**config.mk**
```make
export PLATFORM = sky130hd
export DESIGN_NAME = rgb_status_led_sequencer
export DESIGN_NICKNAME = d
export VERILOG_FILES = /design/src/design/sled_pkg.sv /design/src/design/rgb_status_led_sequencer.sv /design/src/design/sled_eval.sv /design/src/design/sled_out_reg.sv
export SDC_FILE = /design/constraint.sdc
export NUM_CORES = 1
export LEC_CHECK = 0
export ABC_AREA = 1
export ABC_CLOCK_PERIOD_IN_PS = 13600
export BUFFER_PORTS_ARGS = -buffer_cell sky130_fd_sc_hd__buf_2
export CAP_MARGIN = 30
export CORE_ASPECT_RATIO = 0.75
export CORE_MARGIN = 3
export CORE_UTILIZATION = 45
export DETAILED_ROUTE_END_ITERATION = 12
export GPL_TIMING_DRIVEN = 0
export SLEW_MARGIN = 20
export SYNTH_ARGS = -nofsm -noshare
export SYNTH_HDL_FRONTEND = slang
export SYNTH_SLANG_ARGS = --single-unit
```
**constraint.sdc**
```tcl
create_clock -name clk -period 13.6 [get_ports clk]
set_input_delay 4.08 -clock clk [delete_from_list [all_inputs] [get_ports clk]]
set_output_delay 4.08 -clock clk [all_outputs]
set_load 0.02 [all_outputs]
```
**src/design/sled_pkg.sv**
```systemverilog
// shared types, codes and colour table for the rgb status led sequencer
package sled_pkg;

  localparam int LevelW = 10;
  localparam int TimeW  = 32;

  typedef enum logic [2:0] {
    CMD_UPDATE = 3'd0,
    CMD_FLASH  = 3'd1,
    CMD_BUSY   = 3'd2,
    CMD_IDLE   = 3'd3,
    CMD_READY  = 3'd4,
    CMD_BEGIN  = 3'd5,
    CMD_END    = 3'd6,
    CMD_NONE   = 3'd7
  } cmd_t;

  typedef enum logic [2:0] {
    COL_BLANK   = 3'd0,
    COL_GREEN   = 3'd1,
    COL_BLUE    = 3'd2,
    COL_YELLOW  = 3'd3,
    COL_RED     = 3'd4,
    COL_MAGENTA = 3'd5,
    COL_CYAN    = 3'd6,
    COL_WHITE   = 3'd7
  } color_t;

  localparam logic [1:0] MODE_OFF   = 2'd0;
  localparam logic [1:0] MODE_QUIET = 2'd2;

  localparam logic [1:0] ST_ALL_UP  = 2'd0;
  localparam logic [1:0] ST_PARTIAL = 2'd1;
  localparam logic [1:0] ST_ALL_DN  = 2'd2;

  localparam logic [1:0] REG_LED_MODE = 2'd0;
  localparam logic [1:0] REG_BLINK    = 2'd1;
  localparam logic [1:0] REG_YELLOW   = 2'd2;

  localparam logic [1:0]  LED_MODE_RST = 2'd1;
  localparam logic [15:0] BLINK_RST    = 16'd500;

  typedef struct packed {
    logic [2:0]       command;
    logic [TimeW-1:0] now_ms;
    logic [2:0]       color;
    logic [TimeW-1:0] duration_ms;
    logic [1:0]       new_status;
    logic             in_quiet_hours;
  } item_t;

  typedef struct packed {
    logic [1:0]  led_mode;
    logic [15:0] blink_period_ms;
    logic        yellow_variant;
  } cfg_t;

  typedef struct packed {
    logic             busy_mode;
    logic [1:0]       shown_status;
    logic             blink_on;
    logic [TimeW-1:0] last_blink_ms;
    logic [2:0]       flash_color_held;
    logic [TimeW-1:0] flash_until_ms;
    logic             system_ready;
  } state_t;

  typedef struct packed {
    logic [LevelW-1:0] red;
    logic [LevelW-1:0] green;
    logic [LevelW-1:0] blue;
  } rgb_t;

  function automatic rgb_t color_levels(input logic [2:0] c, input logic yellow_alt);
    rgb_t v;
    v = '0;
    case (color_t'(c))
      COL_GREEN: v.green = 10'd50;
      COL_BLUE:  v.blue  = 10'd50;
      COL_YELLOW: begin
        if (yellow_alt) begin
          v.red   = 10'd500;
          v.green = 10'd30;
        end else begin
          v.red   = 10'd600;
          v.green = 10'd15;
        end
      end
      COL_RED: v.red = 10'd1023;
      COL_MAGENTA: begin
        v.red  = 10'd500;
        v.blue = 10'd30;
      end
      COL_CYAN: begin
        v.green = 10'd100;
        v.blue  = 10'd50;
      end
      COL_WHITE: begin
        v.red   = 10'd500;
        v.green = 10'd200;
        v.blue  = 10'd200;
      end
      default: v = '0;
    endcase
    return v;
  endfunction

endpackage

```
**src/design/rgb_status_led_sequencer.sv**
```systemverilog
// top level of the rgb status led sequencer: input register, state, result register
//
// channel  | handshake              | word
// ---------+------------------------+------------------------------------------------
// in       | in_valid / in_stall    | command, now_ms, color, duration_ms, status, quiet
// out      | out_valid / out_stall  | red, green, blue levels
// cfg      | cfg_valid / cfg_ready  | register index, write data
//
// one word per cycle while in_stall is low: a word is held in the input register, is decided there by
// the compare and add logic against the state, and the colour lands in the result register.
// words that set no colour emit nothing.
// reset is synchronous on rst_n and restores the state and configuration registers.
// in_stall rises only when a colour is waiting and the result register is held by out_stall.
module rgb_status_led_sequencer import sled_pkg::*; (
  input  logic             clk,
  input  logic             rst_n,
  input  logic             in_valid,
  output logic             in_stall,
  input  logic [2:0]       in_command,
  input  logic [TimeW-1:0] in_now_ms,
  input  logic [2:0]       in_color,
  input  logic [TimeW-1:0] in_duration_ms,
  input  logic [1:0]       in_new_status,
  input  logic             in_in_quiet_hours,
  output logic              out_valid,
  input  logic              out_stall,
  output logic [LevelW-1:0] out_red_level,
  output logic [LevelW-1:0] out_green_level,
  output logic [LevelW-1:0] out_blue_level,
  input  logic             cfg_valid,
  output logic             cfg_ready,
  input  logic [1:0]       cfg_index,
  input  logic [15:0]      cfg_wdata
);

  logic   s1_valid_r;
  logic   s1_valid_nxt;
  item_t  s1_item_r;
  state_t st_r;
  state_t st_nxt;
  cfg_t   cfg_r;
  logic   emit;
  rgb_t   rgb;
  rgb_t   out_rgb;
  logic   out_free;
  logic   s1_adv;
  logic   in_take;

  assign cfg_ready    = 1'b1;
  assign s1_adv       = !emit || out_free;
  assign in_stall     = s1_valid_r && !s1_adv;
  assign in_take      = in_valid && !in_stall;
  assign s1_valid_nxt = in_take ? 1'b1 : (s1_valid_r && !s1_adv);

  always_ff @(posedge clk) begin
    if (!rst_n) begin
      s1_valid_r <= 1'b0;
    end else begin
      s1_valid_r <= s1_valid_nxt;
    end
  end

  always_ff @(posedge clk) begin
    if (in_take) begin
      s1_item_r <= '{command:        in_command,
                     now_ms:         in_now_ms,
                     color:          in_color,
                     duration_ms:    in_duration_ms,
                     new_status:     in_new_status,
                     in_quiet_hours: in_in_quiet_hours};
    end
  end

  always_ff @(posedge clk) begin
    if (!rst_n) begin
      st_r <= '0;
    end else if (s1_valid_r && s1_adv) begin
      st_r <= st_nxt;
    end
  end

  always_ff @(posedge clk) begin
    if (!rst_n) begin
      cfg_r.led_mode        <= LED_MODE_RST;
      cfg_r.blink_period_ms <= BLINK_RST;
      cfg_r.yellow_variant  <= 1'b0;
    end else if (cfg_valid && cfg_ready) begin
      case (cfg_index)
        REG_LED_MODE: cfg_r.led_mode        <= cfg_wdata[1:0];
        REG_BLINK:    cfg_r.blink_period_ms <= cfg_wdata;
        REG_YELLOW:   cfg_r.yellow_variant  <= cfg_wdata[0];
        default:      cfg_r                 <= cfg_r;
      endcase
    end
  end

  sled_eval u_eval (
    .item (s1_item_r),
    .cur  (st_r),
    .cfg  (cfg_r),
    .nxt  (st_nxt),
    .emit (emit),
    .rgb  (rgb)
  );

  sled_out_reg u_out (
    .clk       (clk),
    .rst_n     (rst_n),
    .load      (s1_valid_r && emit && out_free),
    .rgb       (rgb),
    .free      (out_free),
    .out_valid (out_valid),
    .out_stall (out_stall),
    .out_rgb   (out_rgb)
  );

  assign out_red_level   = out_rgb.red;
  assign out_green_level = out_rgb.green;
  assign out_blue_level  = out_rgb.blue;

endmodule

```
**src/design/sled_eval.sv**
```systemverilog
// next-state and colour decision for one registered command word
module sled_eval import sled_pkg::*; (
  input  item_t  item,
  input  state_t cur,
  input  cfg_t   cfg,
  output state_t nxt,
  output logic   emit,
  output rgb_t   rgb
);

  logic             enabled;
  logic [TimeW-1:0] flash_left;
  logic             flash_live;
  logic [TimeW-1:0] since_blink;
  logic             blink_due;
  logic [2:0]       pick;

  always_comb begin
    case (cfg.led_mode)
      MODE_OFF:   enabled = 1'b0;
      MODE_QUIET: enabled = ~item.in_quiet_hours;
      default:    enabled = 1'b1;
    endcase
  end

  assign flash_left  = cur.flash_until_ms - item.now_ms;
  assign flash_live  = (cur.flash_until_ms != '0) && (flash_left != '0) && !flash_left[TimeW-1];
  assign since_blink = item.now_ms - cur.last_blink_ms;
  assign blink_due   = since_blink >= {16'd0, cfg.blink_period_ms};

  always_comb begin
    nxt  = cur;
    emit = 1'b0;
    pick = COL_BLANK;
    case (cmd_t'(item.command))
      CMD_UPDATE: begin
        if (cur.system_ready && !enabled) begin
          nxt.blink_on = 1'b0;
          emit         = 1'b1;
          pick         = COL_BLANK;
        end else if (flash_live) begin
          emit = 1'b1;
          pick = cur.flash_color_held;
        end else begin
          nxt.flash_until_ms = '0;
          if (!cur.busy_mode) begin
            case (cur.shown_status)
              ST_ALL_UP: begin
                emit = 1'b1;
                pick = COL_GREEN;
              end
              ST_PARTIAL: begin
                emit = 1'b1;
                pick = COL_YELLOW;
              end
              ST_ALL_DN: begin
                emit = 1'b1;
                pick = COL_RED;
              end
              default: emit = 1'b0;
            endcase
          end else if (blink_due) begin
            nxt.last_blink_ms = item.now_ms;
            nxt.blink_on      = ~cur.blink_on;
            emit              = 1'b1;
            pick              = cur.blink_on ? COL_BLANK : COL_BLUE;
          end
        end
      end
      CMD_FLASH: begin
        nxt.flash_color_held = item.color;
        nxt.flash_until_ms   = item.now_ms + item.duration_ms;
      end
      CMD_BUSY: begin
        nxt.busy_mode     = 1'b1;
        nxt.blink_on      = 1'b0;
        nxt.last_blink_ms = '0;
      end
      CMD_IDLE: begin
        nxt.busy_mode = 1'b0;
        nxt.blink_on  = 1'b0;
      end
      CMD_READY: nxt.system_ready = 1'b1;
      CMD_BEGIN: begin
        nxt.busy_mode     = 1'b1;
        nxt.blink_on      = 1'b1;
        nxt.last_blink_ms = '0;
      end
      CMD_END: begin
        nxt.shown_status = item.new_status;
        nxt.busy_mode    = 1'b0;
      end
      default: nxt = cur;
    endcase
  end

  assign rgb = color_levels(pick, cfg.yellow_variant);

endmodule

```
**src/design/sled_out_reg.sv**
```systemverilog
// result register holding one colour word until the consumer takes it
module sled_out_reg import sled_pkg::*; (
  input  logic clk,
  input  logic rst_n,
  input  logic load,
  input  rgb_t rgb,
  output logic free,
  output logic out_valid,
  input  logic out_stall,
  output rgb_t out_rgb
);

  logic valid_r;
  logic valid_nxt;
  rgb_t rgb_r;

  assign free      = !valid_r || !out_stall;
  assign valid_nxt = load ? 1'b1 : (valid_r && out_stall);

  always_ff @(posedge clk) begin
    if (!rst_n) begin
      valid_r <= 1'b0;
    end else begin
      valid_r <= valid_nxt;
    end
  end

  always_ff @(posedge clk) begin
    if (load) begin
      rgb_r <= rgb;
    end
  end

  assign out_valid = valid_r;
  assign out_rgb   = rgb_r;

endmodule
```
==> flow_metrics.env <==
export IMPL_num_vias=13600
export IMPL_setup_slack_of_the_most_critical_reg_to_reg_path_ns=8.69
export IMPL_arrival_time_reported_for_the_critical_path_endpoint_ns=4.81
export IMPL_post_dp_cell_area_um2=15300
export IMPL_grt_ovfl_total=0
export IMPL_leakage_nw=8.49
export IMPL_power_mw=1.48
export IMPL_cts_resized=0
export IMPL_outcome="complete, no violations"
export IMPL_ys_top_cells_by_area="edfxtp_1, nand2_1, dfxtp_1, inv_1, ha_1"
export IMPL_die_x_um=211
export IMPL_detail_route_vias_per_cell=5.01
export IMPL_clk_path_buf_depth=2
export IMPL_worstSetupStartpoint="out_stall"
export IMPL_worstPathRequired_ns=9.52
export IMPL_post_route_cells_drive_above_1_share_pct=9.98
export IMPL_crit_fanout=3
export IMPL_maxSlewHeadroom_pct=40.5
export IMPL_grt_antenna_before_repair=0
export IMPL_die_height_um=160
export IMPL_dp_slack_ns=4.72
export IMPL_timing_reg2reg_worst_path_depth=27
export IMPL_maximum_number_of_pins_on_one_net_before_global_route_repair=47
export IMPL_yosysTopAreaCell="edfxtp_1"
export IMPL_drc_errors=0
export IMPL_timing_setup_tns_ns=0
export IMPL_worst_setup_path_type="in -> out"
export IMPL_worst_hold_slack_ns=0.466
export IMPL_max_freq_mhz=112
export IMPL_grt_pass1_wl_mm=66.0
export IMPL_placementRows=55
export IMPL_multi_input_area_um2=7750
export IMPL_detail_route_antenna_nets=0
export IMPL_max_cap_viol_count=0
export IMPL_finalClockSkew_ns=0.00977
export IMPL_rr_endpoint="s1_item_r[43]$_DFFE_PP_"
export IMPL_fill_cells=3204
export IMPL_core_area_um2=30600
export IMPL_report_final_setup_viol=0
export IMPL_die_area_um2=33600
export IMPL_insertion_delay_ns=0.46
export IMPL_final_common_cell="nand2_1"
export IMPL_cts_post_setup_buffers_inserted=0
export IMPL_stdcell_count=2725
export IMPL_number_of_buffers_created_by_cts=17
export IMPL_pin_count=129
export IMPL_final_core_utilization_pct=52.0
export IMPL_final_hold_viol_count=0
export IMPL_drt_pre_antenna_iters=7
export IMPL_cts_htree_levels=4
export IMPL_gp_congestion=0.966
export IMPL_detail_route_wirelength_mm=42.0
export IMPL_areal_power_density_over_the_cells_nw_per_um2=93.2
export IMPL_end_kind="output port"
export IMPL_hpwlAfterDp_mm=34.3
export IMPL_root_buffer="clkbuf_16"
export IMPL_clock_sink_count=182
export IMPL_slowest_delay_ns=0.17
export IMPL_cp_cell_sequence="buf_2 -> nand2_1 -> inv_1 -> nand4_1 -> inv_1 -> buf_2"
export IMPL_synth_seq_area_share_pct=32.0
export IMPL_synth_yosys_warnings=0
export IMPL_most_common_layout_cells="nand2_1, inv_1, nor2_1, a21oi_1, buf_2"
export IMPL_worst_vdd_drop_mv=0.0952
export IMPL_dominant_delay_contributor_by_cell_family_on_the_critical_path="buffers and inverters"
export IMPL_clkTransAtPathRegs_ns=0.07
export IMPL_final_setup_worst_slack_ns=4.71
export IMPL_yosysUniqueCellTypes=48
export IMPL_cts_tree="done"
export IMPL_synthesis_instances=2167
export IMPL_timing_rr_start="s1_item_r[39]$_DFFE_PP_"
export IMPL_worst_path_buf_inv=4
export IMPL_drtIter0Drc=1136
export IMPL_areaGrowthSynthToFinish_pct=12.3
export IMPL_final_max_slew_violation_count=0
export IMPL_hold_path_depth=2
export IMPL_total_global_routing_track_utilization_pct=25.1
export IMPL_layout_min_cycle_time_ns=8.89
export IMPL_timing_hold_worst_start="cfg_r[18]$_SDFFE_PN0P_"
export IMPL_worst_hold_path_endpoint="cfg_r[18]$_SDFFE_PN0P_"
export IMPL_classification_of_the_worst_slack_hold_path="reg -> reg"
export IMPL_post_place_cells=2692
export IMPL_combined_area_of_all_synthesized_cells_um2=14200
export IMPL_floorplan_initialDensity_pct=46.3
export IMPL_timing_critical_path_slowest_stage_cell="buf_2"
export IMPL_final_seq_area_um2=4530
export IMPL_ys_ff_latch=182
export IMPL_setup_worst_path_start_class="primary input"
export IMPL_design_final_nets=2520
export IMPL_vias_in_the_first_global_route=12200
export IMPL_avgSynthCellArea_um2=6.53
export IMPL_portBuffers=121
export IMPL_wire_per_inst_um=15.4
export IMPL_post_synth_top_area_fraction_pct=18.9
export IMPL_final_min_period_over_clock_period_pct=65.4
export IMPL_transition_at_the_pin_with_the_smallest_max_transition_slack_ns=0.893
export IMPL_cts_hold_repair_buffers=0
export IMPL_stdcell_area_um2=15900
export IMPL_rsz0062_at_grt="false"
## power by group
| group | internal (mW) | total (mW) | switching, mW |
|---|---|---|---|
| Clock | 0.245 | 0.498 | 0.252 |
| Sequential | 0.600 | 0.621 | 0.0214 |
| Combinational | 0.128 | 0.364 | 0.235 |
| Total | 0.973 | 1.48 | 0.509 |
## worst reg2reg max path, cell delays in order (launching register included)
cell and delay (ns):
edfxtp_1 0.56, inv_1 0.21, fa_1 0.49, inv_1 0.07
nand2_1 0.04, nand2_1 0.14, nand3_1 0.10, nand2_1 0.18
nand2_1 0.07, nand2_1 0.16, xor2_1 0.17, ha_1 0.24
nand2_1 0.08, nor2_1 0.05, a211oi_1 0.16, nand2_1 0.09
nor2_1 0.09, nand2_1 0.11, nor2_1 0.11, nand2_1 0.07
nor2_2 0.18, nand3_1 0.13, nand2_1 0.10, nand3_2 0.13
nand4_1 0.13, nand2_1 0.10, inv_4 0.29, buf_16 0.29
## state kept, by name, summed over array words and instances, names as in the netlist
signal           count
s1_valid_r           1
u_out.out_valid      1
s1_item_r           73
st_r                72
cfg_r               19
u_out.out_rgb       16
## cell usage after synthesis (all sizes together)
cell	count
o221a	1
nor2b	12
nor4	9
and2	5
a21boi	15
nor3	20
nand4	33
a211oi	3
xor2	21
nand3	111
o21a	5
o211ai	6
a21o	4
nor2	226
nor3b	1
nand3b	8
clkbuf	18
or2	13
a31o	1
inv	421
edfxtp	89
o21ai	45
nand2	695
o31ai	2
xnor2	3
o22ai	1
a31oi	5
dfxtp	93
conb	2
fa	3
buf	32
o21bai	12
ha	109
a21oi	143
## layout make-up
type                    instances  area share [%]
inverters                     421            9.96
plain buffers                  50            1.95
flip-flops and latches        182            28.5
multi-input cells            1518            48.8
diodes                          1          0.0157
repair buffers                122            3.98
well taps                     399            3.14
clock inverters                15           0.984
clock buffers                  17            2.68
## how the worst max path moves through the flow
stage	endpoint	slack, ns	depth (start not counted)
after floorplan	in_stall	4.97	4
after global placement	in_stall	4.74	6
after detailed placement	in_stall	4.72	6
after CTS	in_stall	4.71	6
after global routing	in_stall	4.56	26
final	in_stall	4.71	6
## logic make-up (layout without fill, tap and decap cells)
logic type,after synthesis,after routing,share of synthesized area [%]
buf+inv,471,625,13.4
compound gates,243,243,9.63
simple gates,1133,1133,33.4
fa+ha+maj,112,112,10.1
flops,182,182,32.0
xor+xnor,24,24,1.49
other cells,2,7,0.0531
## metal layers
layer,global-route usage [%],routed length (um),vias to the layer above,part of all wire (%)
li1,-,-,7077,-
met1,38.4,21500,6119,51
met2,35.7,16600,408,40
met3,5.75,3200,38,7.6
met4,5.20,573,0,1.4
met5,0,0,-,0
(Power assumes the default switching activity.)
